`config.mk`:
```
export PLATFORM = sky130hd
export DESIGN_NAME = slvi_view_pipe
export DESIGN_NICKNAME = d
export VERILOG_FILES = /design/src/rtl/slvi_pkg.sv /design/src/rtl/slvi_view_pipe.sv
export SDC_FILE = /design/constraint.sdc
export NUM_CORES = 2
export LEC_CHECK = 0
export BUFFER_PORTS_ARGS = -buffer_cell sky130_fd_sc_hd__buf_4
export CAP_MARGIN = 25
export CORE_MARGIN = 8
export CORE_UTILIZATION = 65
export CTS_CLUSTER_SIZE = 30
export DETAILED_ROUTE_END_ITERATION = 8
export GPL_ROUTABILITY_DRIVEN = 0
export PLACE_DENSITY = 0.88
export SKIP_CTS_REPAIR_TIMING = 1
export SYNTH_ARGS = -nofsm -noshare
export SYNTH_HDL_FRONTEND = slang
export SYNTH_SLANG_ARGS = --single-unit
```
`constraint.sdc`:
```
create_clock -name aclk -period 6.6 [get_ports aclk]
set_input_delay 0.33 -clock aclk [delete_from_list [all_inputs] [get_ports aclk]]
set_output_delay 0.33 -clock aclk [all_outputs]
set_load 0.05 [all_outputs]
```
`src/rtl/slvi_pkg.sv`:
```
// Types and constants of the slanted lenticular view index block.
`default_nettype none

package slvi_pkg;

    // Field and register widths
    localparam int COORD_W     = 12;
    localparam int VIEW_W      = 6;
    localparam int PITCH_W     = 23;
    localparam int OFFSET_W    = 24;
    localparam int SLANT_W     = 18;
    localparam int COUNT_W     = 7;
    localparam int CFG_DATA_W  = 24;
    localparam int CFG_INDEX_W = 2;

    // Datapath widths
    localparam int FRAC_W  = 16;                    // Q.16 fraction
    localparam int COL_W   = 14;                    // subpixel column, up to 3*4095+2
    localparam int PROD_W  = COORD_W + 1 + SLANT_W; // signed y*slant
    localparam int PHASE_W = 33;                    // signed phase
    localparam int MAG_W   = 32;                    // magnitude of the phase
    localparam int LANES   = 3;                     // red, green, blue

    localparam logic [PITCH_W-1:0] LENS_PITCH_RESET = 23'd327680;
    localparam logic [COUNT_W-1:0] VIEW_COUNT_RESET = 7'd8;

    typedef enum logic [CFG_INDEX_W-1:0] {
        REG_LENS_PITCH   = 2'd0,
        REG_PHASE_OFFSET = 2'd1,
        REG_SLANT        = 2'd2,
        REG_VIEW_COUNT   = 2'd3
    } cfg_index_t;

    typedef struct packed {
        logic [COORD_W-1:0] pixel_x;
        logic [COORD_W-1:0] pixel_y;
    } pixel_in_t;

    typedef struct packed {
        logic [VIEW_W-1:0] red_view;
        logic [VIEW_W-1:0] green_view;
        logic [VIEW_W-1:0] blue_view;
    } view_out_t;

    // Geometry settings used by the phase front end
    typedef struct packed {
        logic signed [OFFSET_W-1:0] phase_offset;
        logic signed [SLANT_W-1:0]  slant;
    } geom_cfg_t;

    typedef logic [LANES-1:0][MAG_W-1:0]   mag_lanes_t;
    typedef logic [LANES-1:0][PITCH_W-1:0] rem_lanes_t;

endpackage

`default_nettype wire

```
`src/rtl/slvi_view_pipe.sv`:
```
// Floor-modulo fixup, scale by view count and divide by the pitch into a view index.
`default_nettype none

module slvi_view_pipe #(
    parameter int MAX_VIEW_COUNT = 64
) (
    input  logic                         aclk,
    input  logic                         aresetn,
    input  logic                         en,
    input  logic                         in_valid,
    input  slvi_pkg::rem_lanes_t         in_rem,
    input  logic [slvi_pkg::LANES-1:0]   in_neg,
    input  logic [slvi_pkg::PITCH_W-1:0] pitch,
    input  logic                         pitch_zero,
    input  logic [$clog2(MAX_VIEW_COUNT+1)-1:0] count,
    output logic                         out_valid,
    output logic [slvi_pkg::LANES-1:0][$clog2(MAX_VIEW_COUNT)-1:0] out_view
);
    import slvi_pkg::*;

    localparam int CNTW  = $clog2(MAX_VIEW_COUNT + 1);
    localparam int QW    = $clog2(MAX_VIEW_COUNT);
    localparam int PRODW = PITCH_W + CNTW;

    typedef logic [LANES-1:0][QW-1:0]    quo_lanes_t;
    typedef logic [LANES-1:0][PRODW-1:0] prod_lanes_t;

    rem_lanes_t  r_next;
    prod_lanes_t prod_next;

    logic        v1_valid_reg;
    rem_lanes_t  v1_r_reg;
    logic        v2_valid_reg;
    prod_lanes_t v2_prod_reg;

    logic [QW-1:0] vld_reg;
    rem_lanes_t    drem_reg [QW];
    quo_lanes_t    low_reg  [QW];
    quo_lanes_t    quo_reg  [QW];

    // Floor modulo: a negative phase with nonzero remainder wraps to pitch - rem
    always_comb begin
        for (int k = 0; k < LANES; k++) begin
            if (in_neg[k] && (in_rem[k] != '0)) begin
                r_next[k] = pitch - in_rem[k];
            end else begin
                r_next[k] = in_rem[k];
            end
        end
    end

    // r * count
    always_comb begin
        for (int k = 0; k < LANES; k++) begin
            prod_next[k] = PRODW'(v1_r_reg[k]) * PRODW'(count);
        end
    end

    always_ff @(posedge aclk) begin
        if (!aresetn) begin
            v1_valid_reg <= 1'b0;
            v2_valid_reg <= 1'b0;
        end else if (en) begin
            v1_valid_reg <= in_valid;
            v2_valid_reg <= v1_valid_reg;
        end
    end

    always_ff @(posedge aclk) begin
        if (en) begin
            v1_r_reg    <= r_next;
            v2_prod_reg <= prod_next;
        end
    end

    // Quotient of r*count by pitch, one bit per stage; the top part is already below pitch
    for (genvar s = 0; s < QW; s++) begin : g_step
        logic       vld_in;
        rem_lanes_t rem_in;
        quo_lanes_t low_in;
        quo_lanes_t quo_in;
        rem_lanes_t rem_next;
        quo_lanes_t low_next;
        quo_lanes_t quo_next;

        if (s == 0) begin : g_head
            assign vld_in = v2_valid_reg;
            always_comb begin
                for (int k = 0; k < LANES; k++) begin
                    rem_in[k] = v2_prod_reg[k][QW +: PITCH_W];
                    low_in[k] = v2_prod_reg[k][QW-1:0];
                end
            end
            assign quo_in = '0;
        end else begin : g_body
            assign vld_in = vld_reg[s-1];
            assign rem_in = drem_reg[s-1];
            assign low_in = low_reg[s-1];
            assign quo_in = quo_reg[s-1];
        end

        always_comb begin
            logic [PITCH_W:0] trial;
            logic             qbit;
            trial = '0;
            qbit  = 1'b0;
            for (int k = 0; k < LANES; k++) begin
                trial = {rem_in[k], low_in[k][QW-1]};
                qbit  = (trial >= {1'b0, pitch});
                if (qbit) begin
                    rem_next[k] = PITCH_W'(trial - {1'b0, pitch});
                end else begin
                    rem_next[k] = trial[PITCH_W-1:0];
                end
                low_next[k] = low_in[k] << 1;
                quo_next[k] = (quo_in[k] << 1) | QW'(qbit);
            end
        end

        always_ff @(posedge aclk) begin
            if (!aresetn) begin
                vld_reg[s] <= 1'b0;
            end else if (en) begin
                vld_reg[s] <= vld_in;
            end
        end

        always_ff @(posedge aclk) begin
            if (en) begin
                drem_reg[s] <= rem_next;
                low_reg[s]  <= low_next;
                quo_reg[s]  <= quo_next;
            end
        end
    end

    // Zero pitch gives view 0; clamp to count-1
    always_comb begin
        for (int k = 0; k < LANES; k++) begin
            if (pitch_zero) begin
                out_view[k] = '0;
            end else if (CNTW'(quo_reg[QW-1][k]) >= count) begin
                out_view[k] = QW'(count - 1'b1);
            end else begin
                out_view[k] = quo_reg[QW-1][k];
            end
        end
    end

    assign out_valid = vld_reg[QW-1];

endmodule

`default_nettype wire

```
==> qor.csv <==
metric,value,unit
r2r_start,v1_r_reg[26],
ios,126,
drt_iter0_drc,5103,
syn_nets,7121,
slowest_delay,0.55,ns
crit_slowest_cell,fa_1,
cts_sinks,617,
finalCriticalPeriod,6.07,ns
nNetsFinal,7238,
ant_nets,0,
first_global_vias,46438,
status,"finished, violations left",
critPathLaunchType,flip-flop,
startpoint,v1_r_reg[26],
final-hold-violation-count,1,
dr.max_layer_used,met5,
cp.depth,20,
setup_viol,0,
cp.required,6.97,ns
max_freq,165,MHz
critPathBufInv,5,
drive_gt1_share,7.86,%
cts_htree_levels,3,
root_buffer,clkbuf_16,
rr_worst_depth,20,
yosys.area.top_type,edfxtp_1,
rsz0062_at_grt,no,
cp_cell_sequence,and2_1 > fa_1 > inv_1 > fa_1 > inv_1 > fa_1 > inv_1 > fa_1 > inv_1 > ha_1 > inv_1 > nor2_1 > nor4_1 > a21oi_1 > a221o_1 > a221oi_1 > o21ai_0 > a311oi_1 > o21bai_1 > xor2_1,
grt_max_degree,180,
r2r_setup_slack,0.53,ns
syn_inst,6050,
synth_area,59000,sq um
initial_core_util,65.6,%
yosysUniqueCellTypes,85,
coreArea,90000,sq um
synthArstFlopShare,0,%
power_density,527,nW/um^2
vdd_drop_max,0.000284,V
largest_reg_flops,345,
crit_path_end,g_step[0].rem_in[44],
cts_tree,yes,
worstSetupPathType,flip-flop to flip-flop,
finClkSkew,0.0284,ns
report.final.slew_viol_count,0,
tns,0,ns
fp.dieH,317,microns
cts.clk_slew.worst_paths,0.06,ns
synth_top_area_share,31.0,%
grt.total_usage,29.0,%
wl_met1,58.9,mm
wl_met3,14.8,mm
dieArea,101000,sq um
grt_first_pass_wirelength,236,mm
layout_common_cells,"ha_1, edfxtp_1, nand2_1",
worstReg2RegEnd,g_step[0].rem_in[44],
fin_crit_sh,92.0,%
syn_area_per_cell,9.76,sq um
wirelength,148,mm
crit_family,adder cells,
worst_pin_slew,1.09,ns
avgRoutedWirePerCell,19.9,microns
syn_to_final_growth,8.30,%
drc_errors,0,
numCtsBuffers,70,
antenna_found_initial,1,
firstDrtPassIters,9,
dr_total_vias,46729,
viasPerCell,6.32,
ys_seq_area_share,31.3,%
layout_commonest_cell,ha_1,
synth-seq-cells,617,
power.total,0.0337,W
cts.path.max_buffers,3,
whs,-0.0239,ns
dieWidth,317,microns
rows,110,
cp.arrival,6.44,ns
hpwlAfterDp,108,mm
synth-edff-count,609,
clk_latency,0.63,ns
leakagePower,28.3,nW
synthFlopType,edfxtp_1,
n_antenna_cell,0,
end_kind,flip-flop,
portBuffers,125,
cp_max_fo,7,
grt_overflow_total,0,
ys.warnings.count,0,
synth.top_cells.by_area,"edfxtp_1, ha_1, fa_1, a21oi_1, and2_1",
nFillCells,6057,
crit_path_frequent_cell,inv_1,
hold_path_class,input pin to flip-flop,
met2_length,66.3,mm
worstHoldStart,in_valid,
violations,negative hold slack,
max-slew-margin-rel,27.4,%
maxCapViolCount,0,
-- cell usage after synthesis, types with 8 or more instances --
library cell / number
o31ai_1: 32
o41ai_1: 15
nand2b_1: 105
nor2b_1: 91
nand4_1: 67
nand3_1: 53
buf_2: 12
edfxtp_1: 609
and2_1: 353
xor2_1: 178
and3_1: 30
o21a_1: 54
mux2i_1: 44
inv_1: 530
nand2_1: 545
a31o_2: 10
o21ai_1: 12
or2_2: 19
nor2_1: 276
a2111oi_0: 9
or3_1: 16
mux2_1: 11
a211oi_1: 33
nor3_1: 65
a221oi_1: 12
o31a_1: 17
xnor2_1: 249
a21oi_1: 443
a21o_1: 225
o21bai_1: 55
dfxtp_1: 8
mux2_2: 112
mux2_4: 16
a31oi_1: 44
a211o_1: 12
nor4_1: 22
and4_1: 11
o21ai_0: 429
fa_1: 327
o211ai_1: 20
ha_1: 637
a21boi_0: 13
clkbuf_1: 128
-- area by class of cell --
type | count | area, sq um | area share, %
well taps | 1176 | 1470 | 2.30
inverters | 530 | 1990 | 3.11
multi-input cells | 4756 | 38100 | 59.5
clock inverters | 49 | 527 | 0.824
clock buffers | 77 | 1820 | 2.85
repair buffers | 192 | 1610 | 2.52
flip-flops and latches | 617 | 18400 | 28.9
-- worst register-to-register path: cells and delay by family, from the launching register on --
kind            cells  cell delay, ns
flops               1            0.48
buf+inv             5            0.35
compound gates      6            1.80
xor+xnor            1            0.15
simple gates        3            0.58
fa+ha+maj           5            2.45
-- report_power, final --
| part | internal, W | switching, W |
|---|---|---|
| clock network | 0.00236 | 0.00165 |
| logic | 0.00938 | 0.0120 |
| registers | 0.00727 | 0.00102 |
-- routing by layer --
metal,vias to the layer above,track usage (%)
met5,-,0
met4,2,14.0
met3,453,5.46
met2,2484,46.5
met1,22105,37.8
li1,21685,-
-- cells by family after synthesis --
family,Yosys count,share of synthesized area (%)
xor gates and xnor gates,427,6.34
muxes,183,3.50
and+or+nand+nor,1679,14.2
DFF,617,31.3
buffers and inverters,677,4.39
AOI/OAI and AO/OA,1503,15.7
adders and majority gates,964,24.6
-- worst min-delay path by stage --
stage,end,cells after the start
3_5_place_dp,low_reg[0][0],0
4_1_cts,g_step[3].vld_in,2
3_3_place_gp,quo_reg[5][11],0
2_1_floorplan,low_reg[0][0],0
5_1_grt,v1_valid_reg,3
6_report,v1_valid_reg,3
-- metrics by stage --
step / worst slack (ns) / hold slack (ns) / cells / utilization, % / instance area, sq um
2_1_floorplan: 0.731 / 0.400 / 6050 / - / 59000
3_3_place_gp: 0.713 / 0.401 / 7262 / 68.2 / 61400
3_5_place_dp: 0.439 / 0.405 / 7268 / 68.3 / 61500
4_1_cts: 0.646 / -0.0594 / 7394 / 70.9 / 63900
5_1_grt: 0.308 / 0.00371 / 7397 / 71.0 / 63900
6_report: 0.528 / -0.0239 / 7397 / 71.0 / 63900
No activity file was read; power rests on OpenSTA's default activity.
