==> src/rtl/slvi_pkg.sv <==
// Types and constants of the slanted lenticular view index block.
`default_nettype none

package slvi_pkg;

    // Field and register widths
    localparam int COORD_W     = 12;
    localparam int VIEW_W      = 6;
    localparam int PITCH_W     = 23;
    localparam int OFFSET_W    = 24;
    localparam int SLANT_W     = 18;
    localparam int COUNT_W     = 7;
    localparam int CFG_DATA_W  = 24;
    localparam int CFG_INDEX_W = 2;

    // Datapath widths
    localparam int FRAC_W  = 16;                    // Q.16 fraction
    localparam int COL_W   = 14;                    // subpixel column, up to 3*4095+2
    localparam int PROD_W  = COORD_W + 1 + SLANT_W; // signed y*slant
    localparam int PHASE_W = 33;                    // signed phase
    localparam int MAG_W   = 32;                    // magnitude of the phase
    localparam int LANES   = 3;                     // red, green, blue

    localparam logic [PITCH_W-1:0] LENS_PITCH_RESET = 23'd327680;
    localparam logic [COUNT_W-1:0] VIEW_COUNT_RESET = 7'd8;

    typedef enum logic [CFG_INDEX_W-1:0] {
        REG_LENS_PITCH   = 2'd0,
        REG_PHASE_OFFSET = 2'd1,
        REG_SLANT        = 2'd2,
        REG_VIEW_COUNT   = 2'd3
    } cfg_index_t;

    typedef struct packed {
        logic [COORD_W-1:0] pixel_x;
        logic [COORD_W-1:0] pixel_y;
    } pixel_in_t;

    typedef struct packed {
        logic [VIEW_W-1:0] red_view;
        logic [VIEW_W-1:0] green_view;
        logic [VIEW_W-1:0] blue_view;
    } view_out_t;

    // Geometry settings used by the phase front end
    typedef struct packed {
        logic signed [OFFSET_W-1:0] phase_offset;
        logic signed [SLANT_W-1:0]  slant;
    } geom_cfg_t;

    typedef logic [LANES-1:0][MAG_W-1:0]   mag_lanes_t;
    typedef logic [LANES-1:0][PITCH_W-1:0] rem_lanes_t;

endpackage

`default_nettype wire

==> src/rtl/slvi_front.sv <==
// Phase front end: y*slant product, base phase, per-lane phase, sign and magnitude.
`default_nettype none

module slvi_front (
    input  logic                aclk,
    input  logic                aresetn,
    input  logic                en,
    input  logic                in_valid,
    input  slvi_pkg::pixel_in_t in_data,
    input  slvi_pkg::geom_cfg_t cfg,
    output logic                out_valid,
    output slvi_pkg::mag_lanes_t out_mag,
    output logic [slvi_pkg::LANES-1:0] out_neg
);
    import slvi_pkg::*;

    logic signed [PROD_W-1:0]          prod_next;
    logic [COL_W-1:0]                  col_next;
    logic signed [PHASE_W-1:0]         triple_prod;
    logic signed [PHASE_W-1:0]         base_next;
    logic [LANES-1:0][PHASE_W-1:0]     phase_next;
    mag_lanes_t                        mag_next;
    logic [LANES-1:0]                  neg_next;

    logic                              s1_valid_reg;
    logic signed [PROD_W-1:0]          s1_prod_reg;
    logic [COL_W-1:0]                  s1_col_reg;
    logic                              s2_valid_reg;
    logic signed [PHASE_W-1:0]         s2_base_reg;
    logic [COL_W-1:0]                  s2_col_reg;
    logic                              s3_valid_reg;
    logic [LANES-1:0][PHASE_W-1:0]     s3_phase_reg;
    logic                              s4_valid_reg;
    mag_lanes_t                        s4_mag_reg;
    logic [LANES-1:0]                  s4_neg_reg;

    // Stage 1: y*slant and the blue subpixel column 3x
    assign prod_next = $signed({1'b0, in_data.pixel_y}) * $signed(cfg.slant);
    assign col_next  = COL_W'(in_data.pixel_x) + (COL_W'(in_data.pixel_x) << 1);

    // Stage 2: offset minus 3*y*slant
    assign triple_prod = PHASE_W'(s1_prod_reg) + (PHASE_W'(s1_prod_reg) <<< 1);
    assign base_next   = PHASE_W'($signed(cfg.phase_offset)) - triple_prod;

    // Stage 3: add column in Q.16, lane 0 is red (3x+2), lane 2 is blue (3x)
    always_comb begin
        logic [COL_W-1:0] col_k;
        col_k = '0;
        for (int k = 0; k < LANES; k++) begin
            col_k = s2_col_reg + COL_W'(LANES - 1 - k);
            phase_next[k] = PHASE_W'($signed({1'b0, col_k, {FRAC_W{1'b0}}})) + s2_base_reg;
        end
    end

    // Stage 4: split into sign and magnitude for the remainder divider
    always_comb begin
        for (int k = 0; k < LANES; k++) begin
            neg_next[k] = s3_phase_reg[k][PHASE_W-1];
            if (neg_next[k]) begin
                mag_next[k] = MAG_W'(-s3_phase_reg[k]);
            end else begin
                mag_next[k] = s3_phase_reg[k][MAG_W-1:0];
            end
        end
    end

    // Valid bits
    always_ff @(posedge aclk) begin
        if (!aresetn) begin
            s1_valid_reg <= 1'b0;
            s2_valid_reg <= 1'b0;
            s3_valid_reg <= 1'b0;
            s4_valid_reg <= 1'b0;
        end else if (en) begin
            s1_valid_reg <= in_valid;
            s2_valid_reg <= s1_valid_reg;
            s3_valid_reg <= s2_valid_reg;
            s4_valid_reg <= s3_valid_reg;
        end
    end

    // Payload
    always_ff @(posedge aclk) begin
        if (en) begin
            s1_prod_reg  <= prod_next;
            s1_col_reg   <= col_next;
            s2_base_reg  <= base_next;
            s2_col_reg   <= s1_col_reg;
            s3_phase_reg <= phase_next;
            s4_mag_reg   <= mag_next;
            s4_neg_reg   <= neg_next;
        end
    end

    assign out_valid = s4_valid_reg;
    assign out_mag   = s4_mag_reg;
    assign out_neg   = s4_neg_reg;

endmodule

`default_nettype wire

==> config.mk <==
export PLATFORM = sky130hd
export DESIGN_NAME = slvi_front
export DESIGN_NICKNAME = d
export VERILOG_FILES = /design/src/rtl/slvi_pkg.sv /design/src/rtl/slvi_front.sv
export SDC_FILE = /design/constraint.sdc
export NUM_CORES = 1
export LEC_CHECK = 0
export BUFFER_PORTS_ARGS = -buffer_cell sky130_fd_sc_hd__buf_2
export CAP_MARGIN = 20
export CORE_ASPECT_RATIO = 0.6
export CORE_MARGIN = 1.5
export CORE_UTILIZATION = 40
export CTS_BUF_LIST = sky130_fd_sc_hd__clkbuf_4 sky130_fd_sc_hd__clkbuf_8
export DETAILED_ROUTE_END_ITERATION = 8
export SYNTH_ARGS = -nofsm -noshare
export SYNTH_HDL_FRONTEND = slang
export SYNTH_SLANG_ARGS = --single-unit
==> constraint.sdc <==
create_clock -name aclk -period 14.25 [get_ports aclk]
set_input_delay 2.85 -clock aclk [delete_from_list [all_inputs] [get_ports aclk]]
set_output_delay 2.85 -clock aclk [all_outputs]
set_load 0.02 [all_outputs]
==> results of run 1 <==
==> worst max-delay path, cell delays in order <==
cell and delay (ns):
buf_2 0.34, nand2_1 0.15, fa_1 0.58, fa_1 0.43
fa_1 0.49, inv_1 0.05, fa_1 0.53, inv_1 0.05
fa_1 0.52, inv_1 0.04, ha_1 0.39, nand4_1 0.11
o21ai_0 0.17, a21oi_1 0.11, a211oi_1 0.53, a21oi_1 0.20
a311oi_1 0.54, a21o_1 0.20, a21oi_1 0.07, xnor2_1 0.13
==> final cells by class <==
| type | instances | area (sq um) |
|---|---|---|
| sequential | 259 | 7740 |
| clock inverter | 16 | 140 |
| multi-input combinational | 1420 | 13100 |
| clock buffer | 54 | 649 |
| inverter | 354 | 1330 |
| timing repair buffer | 174 | 913 |
| fill | 5288 | 30800 |
| antenna | 4 | 10.0 |
| tap | 759 | 950 |
==> metrics by stage <==
step / hold slack [ns] / cell area [sq um] / power [W] / std cells
6_report: 0.416 / 24800 / 0.00674 / 3040
5_1_grt: 0.424 / 24800 / 0.00742 / 3039
4_1_cts: 0.418 / 24800 / 0.00678 / 3035
3_5_place_dp: 0.405 / 24000 / 0.00611 / 2965
3_3_place_gp: 0.403 / 24000 / 0.00603 / 2965
2_1_floorplan: 0.400 / 22500 / 0.00507 / 2094
==> power by group through the flow <==
stage | Sequential [W] | Clock (W) | Combinational, W
after detailed placement | 0.00176 | 0 | 0.00435
after global routing | 0.00177 | 0.000684 | 0.00497
after CTS | 0.00175 | 0.000652 | 0.00438
final | 0.00173 | 0.000628 | 0.00438
after global placement | 0.00175 | 0 | 0.00428
after floorplan | 0.00183 | 0 | 0.00324
==> routing by layer <==
metal	GRT usage [%]	wire (um)	part of all wire, %	up-vias
met5	0	0	0	-
met4	3.26	618	1.2	0
met3	2.62	2750	5.6	50
met2	26.5	21100	43	387
met1	26.9	25000	50	7546
li1	-	-	-	7196
==> path summary, 6_finish.rpt <==
check | to | slack, ns | start | depth (start not counted)
hold reg to reg | s3_phase_reg[8] | 0.42 | s2_base_reg[8] | 0
setup reg to reg | out_mag[93] | 10.06 | s3_phase_reg[2] | 9
setup / recovery | s1_prod_reg[27] | 6.03 | in_data[6] | 20
hold / removal | s3_phase_reg[8] | 0.42 | s2_base_reg[8] | 0
==> cells in the final DEF, fill, tap and decap left out, types with 13 or more instances in the layout <==
cell        n
inv_1     354
edfxtp_1  255
fa_1      232
nand2_1   211
xnor2_1   178
buf_2     168
ha_1      163
and2_1    106
a21oi_1    66
o21ai_0    58
nor2_1     54
xor2_1     45
clkbuf_8   39
a21o_1     34
nand3_1    27
nor3_1     23
o31ai_1    21
o21bai_1   16
or3_1      15
nor2b_1    15
clkbuf_4   15
and3_1     13
nand2b_1   13
==> cells by family (layout without fill, tap and decap cells) <==
family / after synthesis / count (layout) / share of synthesized area, %
other cells: 0 / 4 / 0
simple gates: 519 / 519 / 11.6
flops: 259 / 259 / 34.4
fa+ha+maj: 395 / 395 / 29.7
compound gates: 278 / 278 / 8.14
mux: 5 / 5 / 0.223
xor+xnor: 223 / 223 / 8.69
buf+inv: 415 / 598 / 7.18
==> flow_metrics.py, run 1 <==
metrics = {
    "timing": {
        "hold_viol": 0,
        "max-slew-margin-rel_pct": 30.1,
        "min_period_ns": 8.22,
        "fin_skew_ns": 0.0356,
        "setup_viol": 0,
        "finalCritPeriodShare_pct": 57.7,
        "finalWorstSetupSlack_ns": 6.03,
        "drv_slew": 0,
        "fmax_mhz": 122,
        "rsz0062_at_grt": "no",
        "tns_ns": 0,
        "tightest_slew_ns": 1.05,
    },
    "power": {
        "internal-power_w": 0.00371,
        "p_sw_share_pct": 45.0,
        "power.switching_w": 0.00303,
        "seqPwrFrac_pct": 25.7,
        "leakagePower_nw": 11.0,
        "pwr-share-comb_pct": 64.9,
        "power_density_nw_per_um2": 271,
        "vdd_drop_max_uv": 191,
        "clkPwrFrac_pct": 9.3,
    },
    "floorplan": {
        "start_util_pct": 40.4,
        "die_area_sq_um": 57600,
        "die_w_um": 309,
        "core_sq_um": 55700,
        "rows": 67,
        "die_y_um": 187,
        "ios": 170,
    },
    "placement": {
        "dp_hpwl_um": 39500,
        "globalplace.congestion": 0.907,
        "place_ws_ns": 5.47,
        "port-buffer-count": 169,
    },
    "global_route": {
        "grt_pass1_vias": 15400,
        "grt_pass1_wl_um": 81000,
        "grtUsageTotal_pct": 17.6,
        "grt_max_degree": 134,
        "grt-ovfl-total": 0,
        "antenna_found_initial": 4,
    },
    "flow_run": {
        "drv_cap": 0,
    },
    "critical_path": {
        "crit_arrival_ns": 8.50,
        "required_ns": 14.54,
        "crit_path_max_fanout": 18,
        "crit_path_end_kind": "flip-flop",
        "start_kind": "input port",
        "crit_type": "input port to flip-flop",
    },
    "cts": {
        "numCtsBuffers": 39,
        "clock-sinks": 259,
        "clock_latency_ns": 0.57,
        "path_clk_slew_ns": 0.07,
        "cts-root-buf": "clkbuf_8",
        "clk_path_buf_depth": 3,
        "cts_tree": "yes",
        "post_cts_resized": 0,
        "cts_hold_buf": 0,
        "htreeDepth": 2,
        "post_cts_buffers": 0,
    },
    "drt": {
        "ant_nets": 0,
        "drt_first_pass_iters": 5,
        "drc": 0,
        "vias_per_cell": 4.99,
        "drt-total-wl_um": 49500,
        "wl_per_cell_um": 16.3,
        "drt-initial-drc-count": 953,
        "num_vias": 15200,
    },
    "min_path": {
        "hold_class": "flip-flop to flip-flop",
    },
    "synthesis": {
        "ys_ff_latch": 259,
        "synth.area.top_cells": "edfxtp_1 (34%), fa_1 (21%), ha_1 (9.1%), xnor2_1 (6.9%), inv_1 (5.9%)",
        "synth_edf_count": 255,
        "syn_area_per_cell_sq_um": 10.7,
        "synth.cells.most_frequent": "inv_1 (354), edfxtp_1 (255), fa_1 (232), nand2_1 (211), xnor2_1 (178)",
        "yosysTopAreaCell": "edfxtp_1",
        "ys_warn_count": 0,
        "async_reset_ff_share_pct": 0,
        "syn_nets": 2559,
        "synthFlopType": "edfxtp_1",
        "synth.top_cell.area_share_pct": 34.1,
        "synth_most_common_cell": "inv_1",
        "netlist_instances": 2094,
        "syn_area_sq_um": 22500,
        "yosysSeqAreaShare_pct": 34.4,
        "yosysUniqueCellTypes": 67,
    },
    "layout": {
        "layout-drive-gt1-share_pct": 11.4,
        "syn2layout_area_growth_pct": 10.6,
        "final_nets": 2713,
        "fin_util_pct": 44.6,
        "largest_register_ffs": 94,
    },
    "status": {
        "run_status": "finished, final reports clean",
    },
}
No activity file was read; power rests on OpenSTA's default activity.
==> inputs of run 2 (changes only) <==
==> constraint.sdc (replaced) <==
create_clock -name aclk -period 8.51 [get_ports aclk]
set_input_delay 1.702 -clock aclk [delete_from_list [all_inputs] [get_ports aclk]]
set_output_delay 1.702 -clock aclk [all_outputs]
set_load 0.02 [all_outputs]
==> flow_metrics.py, run 2 (same netlist as run 1, synthesis figures left out) <==
metrics = {
    "drt": {
        "met3_length_um": 2960,
        "dr_wl_met2_um": 21100,
        "drt_first_pass_iters": 5,
        "num_vias": 15100,
        "vias_per_cell": 4.95,
        "highest_layer": "met4",
        "drt-total-wl_um": 48900,
        "wl_met1_um": 24100,
        "ant_nets": 0,
        "drc": 0,
        "drt-initial-drc-count": 929,
        "wl_per_cell_um": 16.1,
    },
    "timing": {
        "rsz0062_at_grt": "no",
        "tns_ns": 0,
        "fmax_mhz": 139,
        "fin_skew_ns": 0.0272,
        "drv_slew": 0,
        "finalCritPeriodShare_pct": 84.3,
        "hold_viol": 0,
        "min_period_ns": 7.18,
        "tightest_slew_ns": 0.925,
        "setup_viol": 0,
        "holdWs_ns": 0.412,
        "max-slew-margin-rel_pct": 38.4,
    },
    "cts": {
        "numCtsBuffers": 39,
        "path_clk_slew_ns": 0.07,
        "post_cts_buffers": 0,
        "clk_path_buf_depth": 3,
        "htreeDepth": 2,
        "cts_tree": "yes",
        "cts_hold_buf": 0,
        "cts-root-buf": "clkbuf_8",
        "post_cts_resized": 0,
        "clock-sinks": 259,
        "clock_latency_ns": 0.56,
    },
    "floorplan": {
        "die_area_sq_um": 57600,
        "die_w_um": 309,
        "ios": 170,
        "start_util_pct": 40.4,
        "die_y_um": 187,
        "core_sq_um": 55700,
        "rows": 67,
    },
    "power": {
        "power_density_nw_per_um2": 450,
        "pwr-share-comb_pct": 65.3,
        "internal-power_w": 0.00611,
        "seqPwrFrac_pct": 26.0,
        "vdd_drop_max_uv": 318,
        "power.switching_w": 0.00503,
        "leakagePower_nw": 11.0,
        "p_sw_share_pct": 45.1,
        "clkPwrFrac_pct": 8.6,
    },
    "min_path": {
        "hold_class": "flip-flop to flip-flop",
        "whs_path_depth": 0,
    },
    "critical_path": {
        "crit_path_end_kind": "flip-flop",
        "crit_arrival_ns": 7.46,
        "rr_worst_depth": 9,
        "crit_path_max_fanout": 18,
        "crit_type": "input port to flip-flop",
        "required_ns": 8.80,
        "start_kind": "input port",
    },
    "layout": {
        "design_area_sq_um": 24800,
        "seq_area_sq_um": 7740,
        "largest_register_ffs": 94,
        "layout-drive-gt1-share_pct": 11.1,
        "layout_commonest_cell": "inv_1",
        "fin_util_pct": 44.5,
        "final_nets": 2712,
        "syn2layout_area_growth_pct": 10.3,
        "fill_cells": 5232,
        "multi_input_area_sq_um": 13100,
        "finalNonFillerCells": 3040,
        "layout_common_cells": "inv_1 (354), edfxtp_1 (255), fa_1 (232)",
    },
    "placement": {
        "globalplace.congestion": 0.887,
        "place_area_sq_um": 24000,
        "placed_cells": 2964,
        "dp_hpwl_um": 38900,
        "port-buffer-count": 169,
    },
    "global_route": {
        "grt_pass1_wl_um": 80600,
        "grt_max_degree": 165,
        "grtUsageTotal_pct": 17.5,
        "antenna_found_initial": 6,
        "grt-ovfl-total": 0,
        "grt_pass1_vias": 15500,
    },
    "status": {
        "run_status": "finished, final reports clean",
    },
    "flow_run": {
        "drv_cap": 0,
    },
}
-- run 2: cell count changes in the layout (fill, tap and decap cells not counted) --
cell,delta
inv_6,-1
buf_4,-2
clkinvlp_4,+2
clkbuf_4,-7
buf_12,+1
clkinv_8,-1
diode_2,+2
clkinv_1,+5
bufinv_16,-2
inv_8,+1
clkinv_2,+2
-- run 2: path summary, 6_finish.rpt --
kind              slack, ns             from               to
hold reg to reg        0.41    s1_col_reg[8]    s2_col_reg[8]
hold / removal         0.41    s1_col_reg[8]    s2_col_reg[8]
setup reg to reg       4.39  s3_phase_reg[2]      out_mag[93]
setup / recovery       1.33       in_data[6]  s1_prod_reg[27]
-- run 2: worst max-delay path: stages --
cell and delay (ns):
buf_2 0.34, nand2_1 0.14, fa_1 0.58, fa_1 0.44, fa_1 0.50, inv_1 0.06, fa_1 0.52, inv_1 0.05
fa_1 0.53, inv_1 0.04, ha_1 0.40, nand4_1 0.12, o21ai_0 0.21, a21oi_1 0.11, a211oi_1 0.54, a21oi_1 0.23
a311oi_1 0.54, a21o_1 0.20, a21oi_1 0.07, xnor2_1 0.13
-- run 2: layer usage --
metal  vias to the layer above  track usage, %
li1                       7200               -
met1                      7441            25.9
met2                       347            26.4
met3                        71            3.32
met4                         0            3.98
met5                         -               0
-- run 2: area by class of cell --
type / count / share of cell area [%]
diodes: 6 / 0.0606
clock buffers: 47 / 2.41
clock inverters: 22 / 0.444
inverters: 354 / 5.36
multi-input cells: 1420 / 52.9
flip-flops and latches: 259 / 31.2
well taps: 759 / 3.83
repair buffers: 173 / 3.71
-- run 2: per-stage QoR --
step	total power (W)	setup slack [ns]
2_1_floorplan	0.00849	1.38
3_3_place_gp	0.0101	1.06
3_5_place_dp	0.0102	0.910
4_1_cts	0.0112	1.48
5_1_grt	0.0123	1.04
6_report	0.0111	1.33
-- run 2: power groups by stage --
| stage | Sequential [W] | Combinational (W) | Clock, W |
|---|---|---|---|
| 3_3_place_gp | 0.00293 | 0.00712 | 0 |
| 4_1_cts | 0.00292 | 0.00729 | 0.000997 |
| 3_5_place_dp | 0.00294 | 0.00724 | 0 |
| 6_report | 0.00290 | 0.00728 | 0.000963 |
| 5_1_grt | 0.00296 | 0.00828 | 0.00106 |
| 2_1_floorplan | 0.00306 | 0.00543 | 0 |
==> inputs of run 3 (changes only) <==
==> constraint.sdc (replaced) <==
create_clock -name aclk -period 5.83 [get_ports aclk]
set_input_delay 1.166 -clock aclk [delete_from_list [all_inputs] [get_ports aclk]]
set_output_delay 1.166 -clock aclk [all_outputs]
set_load 0.02 [all_outputs]
==> flow_metrics.py, run 3 (same netlist as run 1, synthesis figures left out) <==
metrics = {
    "critical_path": {
        "rr_worst_depth": 9,
        "start_kind": "input port",
        "required_ns": 6.11,
        "crit_type": "input port to flip-flop",
        "regToRegSetupSlack_ns": 1.75,
        "r2r-end": "out_mag[93]",
        "crit_path_end_kind": "flip-flop",
        "crit_arrival_ns": 6.28,
        "reg2reg_from": "s3_phase_reg[2]",
        "crit_path_max_fanout": 5,
    },
    "drt": {
        "wl_per_cell_um": 16.1,
        "drt-total-wl_um": 51100,
        "vias_per_cell": 4.90,
        "num_vias": 15600,
        "drt-initial-drc-count": 1121,
        "drt_first_pass_iters": 7,
        "drc": 0,
        "ant_nets": 0,
    },
    "timing": {
        "setup_viol": 6,
        "tightest_slew_ns": 0.724,
        "max-slew-margin-rel_pct": 51.7,
        "fin_skew_ns": 0.0373,
        "hold_viol": 0,
        "finalWorstSetupSlack_ns": -0.175,
        "drv_slew": 0,
        "rsz0062_at_grt": "yes",
        "tns_ns": -0.431,
        "finalCritPeriodShare_pct": 103,
        "min_period_ns": 6.00,
        "fmax_mhz": 167,
    },
    "layout": {
        "layout_common_cells": "inv_1 (336), edfxtp_1 (255), fa_1 (225)",
        "fill_cells": 5241,
        "syn2layout_area_growth_pct": 18.0,
        "final_nets": 2860,
        "layout_commonest_cell": "inv_1",
        "multi_input_area_sq_um": 13500,
        "seq_area_sq_um": 7740,
        "layout-drive-gt1-share_pct": 20.1,
        "finalNonFillerCells": 3179,
        "largest_register_ffs": 94,
    },
    "floorplan": {
        "ios": 170,
        "die_y_um": 187,
        "rows": 67,
        "start_util_pct": 40.4,
        "die_w_um": 309,
        "core_sq_um": 55700,
        "die_area_sq_um": 57600,
    },
    "min_path": {
        "hold_class": "flip-flop to flip-flop",
        "hold_end": "s2_col_reg[8]",
        "hold_start": "s1_col_reg[8]",
        "whs_path_depth": 0,
    },
    "placement": {
        "placed_cells": 3098,
        "dp_hpwl_um": 42000,
        "globalplace.congestion": 0.880,
        "port-buffer-count": 169,
    },
    "cts": {
        "clock-sinks": 259,
        "htreeDepth": 2,
        "clk_path_buf_depth": 3,
        "numCtsBuffers": 38,
        "clock_latency_ns": 0.56,
        "path_clk_slew_ns": 0.06,
        "cts-root-buf": "clkbuf_8",
        "cts_tree": "yes",
    },
    "status": {
        "violations": "negative setup slack",
        "run_status": "finished, violations left",
    },
    "flow_run": {
        "drv_cap": 0,
    },
    "global_route": {
        "grt_pass1_vias": 16100,
        "grt_pass1_wl_um": 83700,
        "grt_max_degree": 118,
        "antenna_found_initial": 3,
        "grtUsageTotal_pct": 18.2,
        "grt-ovfl-total": 0,
    },
}
run 3: cell types whose count changed in the layout (fill, tap and decap cells not counted), moves of 12 or more:
cell    previous run  this run
buf_4              2       137
buf_2            168       150
buf_6              0        18
inv_1            354       336
inv_2              0        18
and2_1           106        91
and2_4             0        15
ha_1             163       149
ha_4               0        12
run 3: timing repair:
item                       in CTS  in global routing
pin swaps                      25                 43
buffers inserted                2                 10
cloned                          0                  2
gates resized for setup        32                 64
hold buffers                    0                  0
setup endpoints to repair       8                  9
run 3: final cells by class:
type	instances	share of cell area [%]
multi-input combinational	1420	50.9
sequential	259	29.2
clock buffer	46	2.22
antenna	2	0.0189
clock inverter	17	0.510
timing repair buffer	322	8.55
tap	759	3.58
inverter	354	5.01
run 3: how the worst max path moves through the flow:
| stage | startpoint | to | cells past startpoint |
|---|---|---|---|
| 6_report | cfg[8] | s1_prod_reg[30] | 20 |
| 5_1_grt | cfg[7] | s1_prod_reg[30] | 20 |
| 4_1_cts | cfg[10] | s1_prod_reg[30] | 21 |
| 3_5_place_dp | in_data[9] | s1_prod_reg[30] | 21 |
| 3_3_place_gp | in_data[9] | s1_prod_reg[30] | 21 |
| 2_1_floorplan | cfg[7] | s1_prod_reg[30] | 20 |
run 3: critical path, cell delays in order:
cell and delay [ns]:
buf_4 0.14, and2_4 0.14, fa_1 0.53, inv_1 0.05, fa_1 0.47, inv_1 0.05
fa_1 0.45, fa_1 0.50, inv_1 0.05, fa_1 0.49, inv_2 0.05, ha_4 0.15
or3_4 0.38, o211ai_1 0.32, o211ai_1 0.21, o31a_1 0.35, a21o_1 0.22, a221o_1 0.31
a21oi_2 0.14, xnor2_1 0.10
run 3: per-stage QoR:
| step | area [sq um] | utilization, % | hold WS (ns) | setup WS [ns] |
|---|---|---|---|---|
| after floorplan | 22900 | - | 0.400 | -0.385 |
| after global placement | 25300 | 45.4 | 0.403 | -0.804 |
| after detailed placement | 25300 | 45.4 | 0.405 | -0.865 |
| after CTS | 26100 | 46.9 | 0.421 | -0.0831 |
| after global routing | 26500 | 47.6 | 0.426 | -0.325 |
| final | 26500 | 47.6 | 0.418 | -0.175 |
run 3: metal layers:
layer / share of wire, % / up-vias / routed length (um) / GRT usage, %
met3: 6.6 / 49 / 3360 / 3.30
met4: 1.1 / 2 / 542 / 2.60
met5: 0.025 / - / 13 / 0
met1: 50 / 7686 / 25700 / 27.9
li1: - / 7482 / - / -
met2: 42 / 373 / 21400 / 27.2
Power of run 3 is not shown: default switching activity piles up to over one toggle a cycle in this logic, so the estimate is an artifact.
